==> src/rtl/hngp_pkg.sv <==
// ----------------------------------------------------------------------------
// hngp_pkg
// Shared types, codes, constants and hash functions of the hashed n-gram
// byte predictor.
// ----------------------------------------------------------------------------
package hngp_pkg;

    localparam int CTX_BITS_DEF = 12;
    localparam int SLOTS_DEF    = 8;

    localparam int PAIR_DEPTH = 65536;
    localparam int PAIR_AW    = 16;

    localparam logic [31:0] HASH7_SEED = 32'hA55AA55A;
    localparam logic [15:0] CNT_MAX    = 16'hFFFF;
    localparam logic [7:0]  NO_TOKEN   = 8'd32;
    localparam logic [8:0]  BIGRAM_LEN = 9'd256;

    // model_kind codes
    localparam logic [2:0] KIND_BIGRAM  = 3'd0;
    localparam logic [2:0] KIND_TRI     = 3'd1;
    localparam logic [2:0] KIND_FOUR    = 3'd2;
    localparam logic [2:0] KIND_OCTA    = 3'd3;
    localparam logic [2:0] KIND_CASCADE = 3'd4;

    // command codes; the spare code acts as a query
    localparam logic [1:0] CMD_LEARN = 2'd0;
    localparam logic [1:0] CMD_SHIFT = 2'd1;
    localparam logic [1:0] CMD_QUERY = 2'd2;
    localparam logic [1:0] CMD_SPARE = 2'd3;

    // configuration register indexes
    localparam logic [1:0] CFG_KIND  = 2'd0;
    localparam logic [1:0] CFG_SLOTS = 2'd1;
    localparam logic [1:0] CFG_CTXB  = 2'd2;

    typedef enum logic [1:0] {
        SRC_O2,
        SRC_O3,
        SRC_O7,
        SRC_BI
    } src_t;

    typedef enum logic [3:0] {
        ST_CLEAR,
        ST_IDLE,
        ST_PSTART,
        ST_PSCAN,
        ST_PCHECK,
        ST_DIV,
        ST_PAIR_RD,
        ST_PAIR_WR,
        ST_LSTART,
        ST_LSCAN,
        ST_LWR,
        ST_DONE
    } state_t;

    typedef struct packed {
        logic clr_step;
        logic accept;
        logic scan_start;
        logic learn_mode;
        src_t src;
        logic take_pred;
        logic pair_rd;
        logic pair_wr;
        logic learn_wr;
        logic finish;
    } ctl_cmd_t;

    typedef struct packed {
        logic       clear_done;
        logic       scan_done;
        logic       total_nz;
        logic       div_done;
        logic       out_free;
        logic       is_learn;
        logic [2:0] kind;
    } dp_stat_t;

    function automatic logic [15:0] sat_inc(logic [15:0] v);
        return (v == CNT_MAX) ? CNT_MAX : v + 16'd1;
    endfunction

    function automatic logic [31:0] hash2(logic [7:0] h1, logic [7:0] h0);
        logic [31:0] h;
        h = {16'h0, h1, h0};
        h = h ^ (h << 7);
        h = h ^ (h >> 3);
        h = h ^ (h << 11);
        return h;
    endfunction

    function automatic logic [31:0] hash3(logic [7:0] h2, logic [7:0] h1, logic [7:0] h0);
        logic [31:0] h;
        h = {8'h0, h2, h1, h0};
        h = h ^ (h << 5);
        h = h ^ (h >> 7);
        h = h ^ (h << 9);
        return h;
    endfunction

    function automatic logic [31:0] hash7(logic [7:0] h6, logic [7:0] h5, logic [7:0] h4,
                                          logic [7:0] h3, logic [7:0] h2, logic [7:0] h1,
                                          logic [7:0] h0);
        logic [31:0] h;
        h = HASH7_SEED ^ {h6, h5, h4, h3} ^ {h2, h1, h0, 8'h0};
        h = h ^ (h << 5);
        h = h ^ (h >> 11);
        h = h ^ (h << 13);
        return h;
    endfunction

endpackage

==> src/rtl/hngp_ctrl.sv <==
// ----------------------------------------------------------------------------
// hngp_ctrl
// Sequencer: clearing pass, prediction cascade, divide, learning, hand-off.
// ----------------------------------------------------------------------------
module hngp_ctrl (
    input  logic               clk,
    input  logic               rst_n,
    input  logic               in_valid,
    output logic               in_stall,
    input  hngp_pkg::dp_stat_t stat,
    output hngp_pkg::ctl_cmd_t ctl
);

    hngp_pkg::state_t state_reg, state_next;
    hngp_pkg::src_t   src_reg, src_next;

    // first context source to try for a kind
    function automatic hngp_pkg::src_t pred_first(logic [2:0] kind);
        hngp_pkg::src_t s;
        unique case (kind) inside
            hngp_pkg::KIND_CASCADE, hngp_pkg::KIND_OCTA: s = hngp_pkg::SRC_O7;
            hngp_pkg::KIND_FOUR:                         s = hngp_pkg::SRC_O3;
            hngp_pkg::KIND_TRI:                          s = hngp_pkg::SRC_O2;
            default:                                     s = hngp_pkg::SRC_BI;
        endcase
        return s;
    endfunction

    function automatic hngp_pkg::src_t pred_next(logic [2:0] kind, hngp_pkg::src_t cur);
        hngp_pkg::src_t s;
        s = hngp_pkg::SRC_BI;
        if (kind == hngp_pkg::KIND_CASCADE)
        begin
            unique case (cur)
                hngp_pkg::SRC_O7: s = hngp_pkg::SRC_O3;
                hngp_pkg::SRC_O3: s = hngp_pkg::SRC_O2;
                default:          s = hngp_pkg::SRC_BI;
            endcase
        end
        return s;
    endfunction

    always_ff @(posedge clk or negedge rst_n)
    begin
        if (!rst_n)
        begin
            state_reg <= hngp_pkg::ST_CLEAR;
            src_reg   <= hngp_pkg::SRC_BI;
        end
        else
        begin
            state_reg <= state_next;
            src_reg   <= src_next;
        end
    end

    always_comb
    begin
        state_next = state_reg;
        src_next   = src_reg;
        ctl        = '0;
        ctl.src    = src_reg;
        in_stall   = (state_reg != hngp_pkg::ST_IDLE);
        unique case (state_reg)
            hngp_pkg::ST_CLEAR:
            begin
                ctl.clr_step = 1'b1;
                if (stat.clear_done)
                begin
                    state_next = hngp_pkg::ST_IDLE;
                end
            end
            hngp_pkg::ST_IDLE:
            begin
                if (in_valid)
                begin
                    ctl.accept = 1'b1;
                    src_next   = pred_first(stat.kind);
                    state_next = hngp_pkg::ST_PSTART;
                end
            end
            hngp_pkg::ST_PSTART:
            begin
                ctl.scan_start = 1'b1;
                state_next     = hngp_pkg::ST_PSCAN;
            end
            hngp_pkg::ST_PSCAN:
            begin
                if (stat.scan_done)
                begin
                    state_next = hngp_pkg::ST_PCHECK;
                end
            end
            hngp_pkg::ST_PCHECK:
            begin
                if (stat.total_nz || src_reg == hngp_pkg::SRC_BI)
                begin
                    ctl.take_pred = 1'b1;
                    state_next    = hngp_pkg::ST_DIV;
                end
                else
                begin
                    src_next   = pred_next(stat.kind, src_reg);
                    state_next = hngp_pkg::ST_PSTART;
                end
            end
            hngp_pkg::ST_DIV:
            begin
                if (stat.div_done)
                begin
                    state_next = stat.is_learn ? hngp_pkg::ST_PAIR_RD : hngp_pkg::ST_DONE;
                end
            end
            hngp_pkg::ST_PAIR_RD:
            begin
                ctl.pair_rd = 1'b1;
                state_next  = hngp_pkg::ST_PAIR_WR;
            end
            hngp_pkg::ST_PAIR_WR:
            begin
                ctl.pair_wr = 1'b1;
                if (stat.kind >= hngp_pkg::KIND_TRI)
                begin
                    src_next   = hngp_pkg::SRC_O2;
                    state_next = hngp_pkg::ST_LSTART;
                end
                else
                begin
                    state_next = hngp_pkg::ST_DONE;
                end
            end
            hngp_pkg::ST_LSTART:
            begin
                ctl.scan_start = 1'b1;
                ctl.learn_mode = 1'b1;
                state_next     = hngp_pkg::ST_LSCAN;
            end
            hngp_pkg::ST_LSCAN:
            begin
                ctl.learn_mode = 1'b1;
                if (stat.scan_done)
                begin
                    state_next = hngp_pkg::ST_LWR;
                end
            end
            hngp_pkg::ST_LWR:
            begin
                ctl.learn_wr = 1'b1;
                state_next   = hngp_pkg::ST_DONE;
                if (src_reg == hngp_pkg::SRC_O2 && stat.kind >= hngp_pkg::KIND_FOUR)
                begin
                    src_next   = hngp_pkg::SRC_O3;
                    state_next = hngp_pkg::ST_LSTART;
                end
                else if (src_reg == hngp_pkg::SRC_O3 && stat.kind >= hngp_pkg::KIND_OCTA)
                begin
                    src_next   = hngp_pkg::SRC_O7;
                    state_next = hngp_pkg::ST_LSTART;
                end
            end
            hngp_pkg::ST_DONE:
            begin
                if (stat.out_free)
                begin
                    ctl.finish = 1'b1;
                    state_next = hngp_pkg::ST_IDLE;
                end
            end
            default:
            begin
                state_next = hngp_pkg::ST_IDLE;
            end
        endcase
    end

endmodule

==> config.mk <==
export PLATFORM = sky130hd
export DESIGN_NAME = hngp_ctrl
export DESIGN_NICKNAME = d
export VERILOG_FILES = /design/src/rtl/hngp_pkg.sv /design/src/rtl/hngp_ctrl.sv
export SDC_FILE = /design/constraint.sdc
export NUM_CORES = 1
export LEC_CHECK = 0
export BUFFER_PORTS_ARGS = -buffer_cell sky130_fd_sc_hd__buf_2
export CORE_MARGIN = 10
export CORE_UTILIZATION = 40
export CTS_BUF_LIST = sky130_fd_sc_hd__clkbuf_8
export CTS_CLUSTER_DIAMETER = 80
export DETAILED_ROUTE_END_ITERATION = 16
export GPL_TIMING_DRIVEN = 0
export PLACE_DENSITY = 0.66
export SLEW_MARGIN = 20
export SYNTH_ARGS = -nofsm -noshare
export SYNTH_HDL_FRONTEND = slang
export SYNTH_SLANG_ARGS = --single-unit
==> constraint.sdc <==
create_clock -name clk -period 1.9 [get_ports clk]
set_clock_uncertainty 0.15 [all_clocks]
set_input_delay 0.285 -clock clk [delete_from_list [all_inputs] [get_ports clk]]
set_output_delay 0.285 -clock clk [all_outputs]
set_load 0.005 [all_outputs]
### After elaboration in Yosys (flattened, before gate mapping)

Cells that the tools add are included.

| word-level totals | value |
|---|---|
| bits in registers | 6 |
| bits in latches | 0 |
| bits in writable memories | 0 |
| bits in read-only memories | 0 |
| memories kept | 0 |

| cells by class | value |
|---|---|
| $add $sub $neg | 0 |
| multipliers | 0 |
| div/mod/pow operators | 0 |
| $lt $le $gt $ge | 3 |
| eq/ne operators | 28 |
| shift operators | 0 |
| muxes and demuxes | 33 |
| bitwise operators | 0 |
| reduce and logical (&&, ||, !) cells | 11 |

Operators by type and width:

| cell | number |
|---|---|
| case mux 4 bit (12 select lines) | 1 |
| 2-to-1 mux 4 bit | 7 |
| 2-to-1 mux 2 bit | 9 |
| equality test 4 x 3 -> 1 bit, second input constant | 4 |
| equality test 4 bit, second input constant | 4 |
| != test 2 bit, second input constant | 8 |
| 2-to-1 mux 1 bit | 12 |
| equality test 4 x 2 -> 1 bit, second input constant | 2 |
| case mux 2 bit (4 select lines) | 1 |
| equality test 3 x 2 -> 1 bit, second input constant | 2 |
| greater-or-equal comparator 3 x 2 -> 1 bit, second input constant | 2 |
| case mux 2 bit (3 select lines) | 1 |
| AND reduction 6 bit | 1 |
| OR reduction 2 bit | 3 |
| AND reduction 5 bit | 1 |
| equality test 2 bit, second input constant | 2 |
| equality test 4 x 1 -> 1 bit, second input constant | 1 |
| logical NOT 4 bit | 1 |
| != test 4 x 1 -> 1 bit, second input constant | 1 |
| case mux 2 bit (2 select lines) | 1 |
| nonzero test 4 bit | 1 |
| equality test 3 x 1 -> 1 bit, second input constant | 1 |
| equality test 3 bit, second input constant | 1 |
| greater-or-equal comparator 3 x 1 -> 1 bit, second input constant | 1 |
| 6 further kinds | 7 |

### Longest topological paths before layout

| depth | value |
|---|---|
| depth in word-level cells | 5 |
| depth in mapped cells | 7 |
| depth with buffers taken out | 7 |

### Worst setup path before layout

No wires, ideal clock.

| timing path | value |
|---|---|
| path type | reg-to-reg |
| start point | register state_reg[2] |
| end point | register state_reg[0] |
| library setup time | 0.124 ns |
| data arrival time | 1.519 ns |
| required time | 1.626 ns |
| path slack | 0.107 ns |
| cell stages (with the launch flop) | 7 |
| cell sequence | dfrtp_1 -> nand2b_1 -> buf_6 -> nor3_1 -> a211o_1 -> a211o_1 -> o31a_1 |

| on the way | value |
|---|---|
| cells in the longest elaborated chain, start to end | 3 |
| elaborated cells between the ends (all ways) | 20 |

RTL lines:

| element | line | RTL |
|---|---|---|
| start, declared | hngp_ctrl.sv:14 | `hngp_pkg::state_t state_reg, state_next;` |
| start signal, assigned | hngp_ctrl.sv:47 | `state_reg <= hngp_pkg::ST_CLEAR;` |
| start signal, assigned | hngp_ctrl.sv:52 | `state_reg <= state_next;` |
| equality test 4 x 2 -> 1 bit, or another cell as far along | hngp_ctrl.sv:64 | `unique case (state_reg)` |
| != test 2 bit (no line) | - |  |
| AND reduction 6 bit (no line) | - |  |

Parallel ways exist; a longest one is shown, timed or not.
A chain may end at the register's enable or synchronous reset.

==> flow_metrics.py <==
metrics = {
    "run_status": {
        "outcome": "finished clean",
    },
    "worst_setup_path": {
        "cp_slowest_stage_delay_ns": 0.57,
        "cp-end-kind": "output pin",
        "cp.required_ns": 1.46,
        "r2r_cells": 5,
        "crit_path_cell_trace": "ha_2 > nor2_2 > nor4_4 > buf_2",
        "cp.arrival_ns": 1.44,
        "crit_path_top_delay_cell": "dfstp_2",
        "worstPathMaxFanout": 4,
        "worstSetupStartpointType": "flip-flop",
        "critPathKind": "reg2out",
    },
    "place": {
        "dp_slack_ns": -0.0661,
        "routabilityCongestion": 0.867,
        "dp_hpwl_um": 1600,
        "io_buffer_count": 22,
    },
    "detailed_routing": {
        "ant_nets": 0,
        "num_vias": 848,
        "vias_per_cell": 5.89,
        "drtIter0Drc": 36,
        "wl_per_cell_um": 15.2,
        "drt_wl_total_um": 2190,
        "drt-pass1-iter-count": 4,
        "drc": 0,
    },
    "pwr": {
        "power_density_nw_per_um2": 1470,
        "vdd_drop_max_uv": 946,
        "power_leakage_nw": 0.476,
        "p_total_w": 0.00154,
    },
    "global_route": {
        "grt_pass1_wl_um": 3190,
        "grt_max_degree": 11,
        "antenna_found_initial": 0,
        "grt_util_all_layers_pct": 10.6,
        "grt_pass1_vias": 692,
        "grt.overflow.total": 0,
    },
    "synth": {
        "synth_top_area_cell": "dfrtp_1",
        "synthMostInstantiatedCell": "nor2_1",
        "ys_seq_elements": 6,
        "syn_nets": 108,
        "synthSimpleGateAreaFrac_pct": 28.2,
        "synth_top_family_by_area": "compound AO/OA/AOI/OAI gates",
        "synthTopCellsByCount": "nor2_1 (13), inv_1 (6), clkbuf_1 (5), nand2b_1 (5)",
        "yosysTopAreaCellShare_pct": 14.2,
        "synthCells": 92,
        "synth_mux_area_share_pct": 2.84,
        "synth_compound_area_share_pct": 28.6,
        "yosys_warnings": 0,
        "synth-main-ff-cell": "dfrtp_1",
        "ys_seq_area_share_pct": 21.7,
        "synth_cell_types": 39,
        "async_flop_share_pct": 100,
        "synth_edf_count": 0,
        "synth_area_um2": 704,
        "synth-adder-area-share_pct": 7.10,
        "synthXorXnorAreaFrac_pct": 2.49,
        "avgSynthCellArea_um2": 7.66,
        "synthTopCellsByArea": "dfrtp_1 (14%), dfstp_2 (7.5%), ha_1 (7.1%)",
    },
    "cells_and_area": {
        "diodes": 0,
        "largest_reg_flops": 4,
        "fillers": 142,
        "regArea_um2": 154,
        "area_delta_synth_final_pct": 48.5,
        "multi_input_area_um2": 573,
        "nets": 144,
        "layout-drive-gt1-share_pct": 46.5,
    },
    "floorplanning": {
        "die_x_um": 62.0,
        "fp.dieArea_um2": 3840,
        "fp-row-count": 15,
        "initial_utilization_pct": 41.7,
        "die_h_um": 62.0,
        "ios": 24,
        "core-area_um2": 1690,
    },
    "sta": {
        "setup_ws_ns": 0.0296,
        "relSlewSlack_pct": 73.9,
        "hold_viol_final": 0,
        "finalCriticalPeriod_ns": 1.87,
        "setup_viol": 0,
        "worst_pin_slew_ns": 0.381,
        "min_period_over_period_pct": 98.4,
        "clock.fmax_mhz": 535,
        "tns_ns": 0,
        "finalHoldWorstSlack_ns": 0.233,
        "drv_slew": 0,
        "rsz0062_at_grt": "true",
    },
    "clock_tree": {
        "cts_tree": "yes",
        "cts_buffer_depth": 2,
        "cts_max_level": 1,
        "clkLatencyLatePin_ns": 0.22,
        "clock-sinks": 6,
        "numCtsBuffers": 3,
        "path_clk_slew_ns": 0.04,
        "cts_root_buffer": "clkbuf_8",
    },
    "worst_hold_path": {
        "whs_path_depth": 3,
        "min_path_type": "in2reg",
    },
    "flow_run": {
        "maxCapViolCount": 0,
    },
}
[per-layer routing]
layer	global-route usage, %	part of all wire, %	vias up
li1	-	-	414
met4	3.82	0.73	0
met3	2.24	9.8	2
met1	13.7	41	398
met5	0	0	-
met2	17.0	49	34
[kinds of logic after synthesis]
| family | count (synthesis) |
|---|---|
| buf+inv | 14 |
| xor+xnor | 2 |
| simple gates | 37 |
| flops | 6 |
| fa+ha+maj | 4 |
| mux | 2 |
| compound gates | 27 |
[where the power goes]
group / switching, W / internal [W]
sequential: 0.0000902 / 0.000204
clock: 0.0000531 / 0.000139
combinational: 0.000547 / 0.000503
[area by class of cell]
cell class	count	share of cell area [%]
Clock buffer	3	3.95
Sequential cell	6	14.7
Timing Repair Buffer	33	19.0
Tap cell	17	2.03
Clock inverter	1	0.359
Buffer	6	2.99
Inverter	6	2.15
Multi-Input combinational cell	72	54.8
[per-stage QoR]
stage	utilization, %	cell area [um^2]	cells
CTS	55.1	931	138
finish	61.9	1050	144
global placement	49.5	836	131
detailed placement	49.5	836	131
global route	61.9	1050	144
floorplan	-	704	92
[repair_timing]
item,4_1_cts,5_1_grt
buffers inserted,3,7
pin swaps,1,5
endpoints found under the setup margin,8,11
endpoints found under the hold margin,6,0
resized for setup,6,22
hold buffers,1,0
[path summary, 6_finish.rpt]
| path | to | startpoint | slack [ns] |
|---|---|---|---|
| setup / recovery | ctl[4] | src_reg[0] | 0.03 |
| hold / removal | state_reg[2] | stat[5] | 0.23 |
| setup reg to reg | state_reg[0] | state_reg[3] | 0.04 |
| hold reg to reg | src_reg[1] | src_reg[1] | 0.39 |
| max in group asynchronous | src_reg[1] | rst_n | 1.12 |
| min in group asynchronous | state_reg[3] | rst_n | 0.26 |
[cell usage in the layout, fill, tap and decap left out, types with 2 or more instances in the layout]
cell type / count
buf_4: 10
dfrtp_1: 3
nand2_1: 4
dfstp_2: 2
a31oi_1: 2
nor2b_1: 2
nor2_1: 12
a211o_1: 2
inv_2: 2
mux2i_1: 2
a2111oi_0: 2
o211ai_1: 2
o31a_1: 2
clkbuf_8: 3
nor3_1: 2
nand2b_1: 4
o32a_1: 2
nand3_1: 2
ha_4: 2
xnor2_1: 2
inv_1: 5
buf_2: 23
clkbuf_2: 3
a21oi_1: 4
[critical path: cells and delay by family, from the launching register on]
family	cells	cell delay, ns
buf+inv	1	0.16
fa+ha+maj	1	0.18
simple gates	2	0.30
flops	1	0.57
Note: power is estimated with default switching activity, not from simulation.
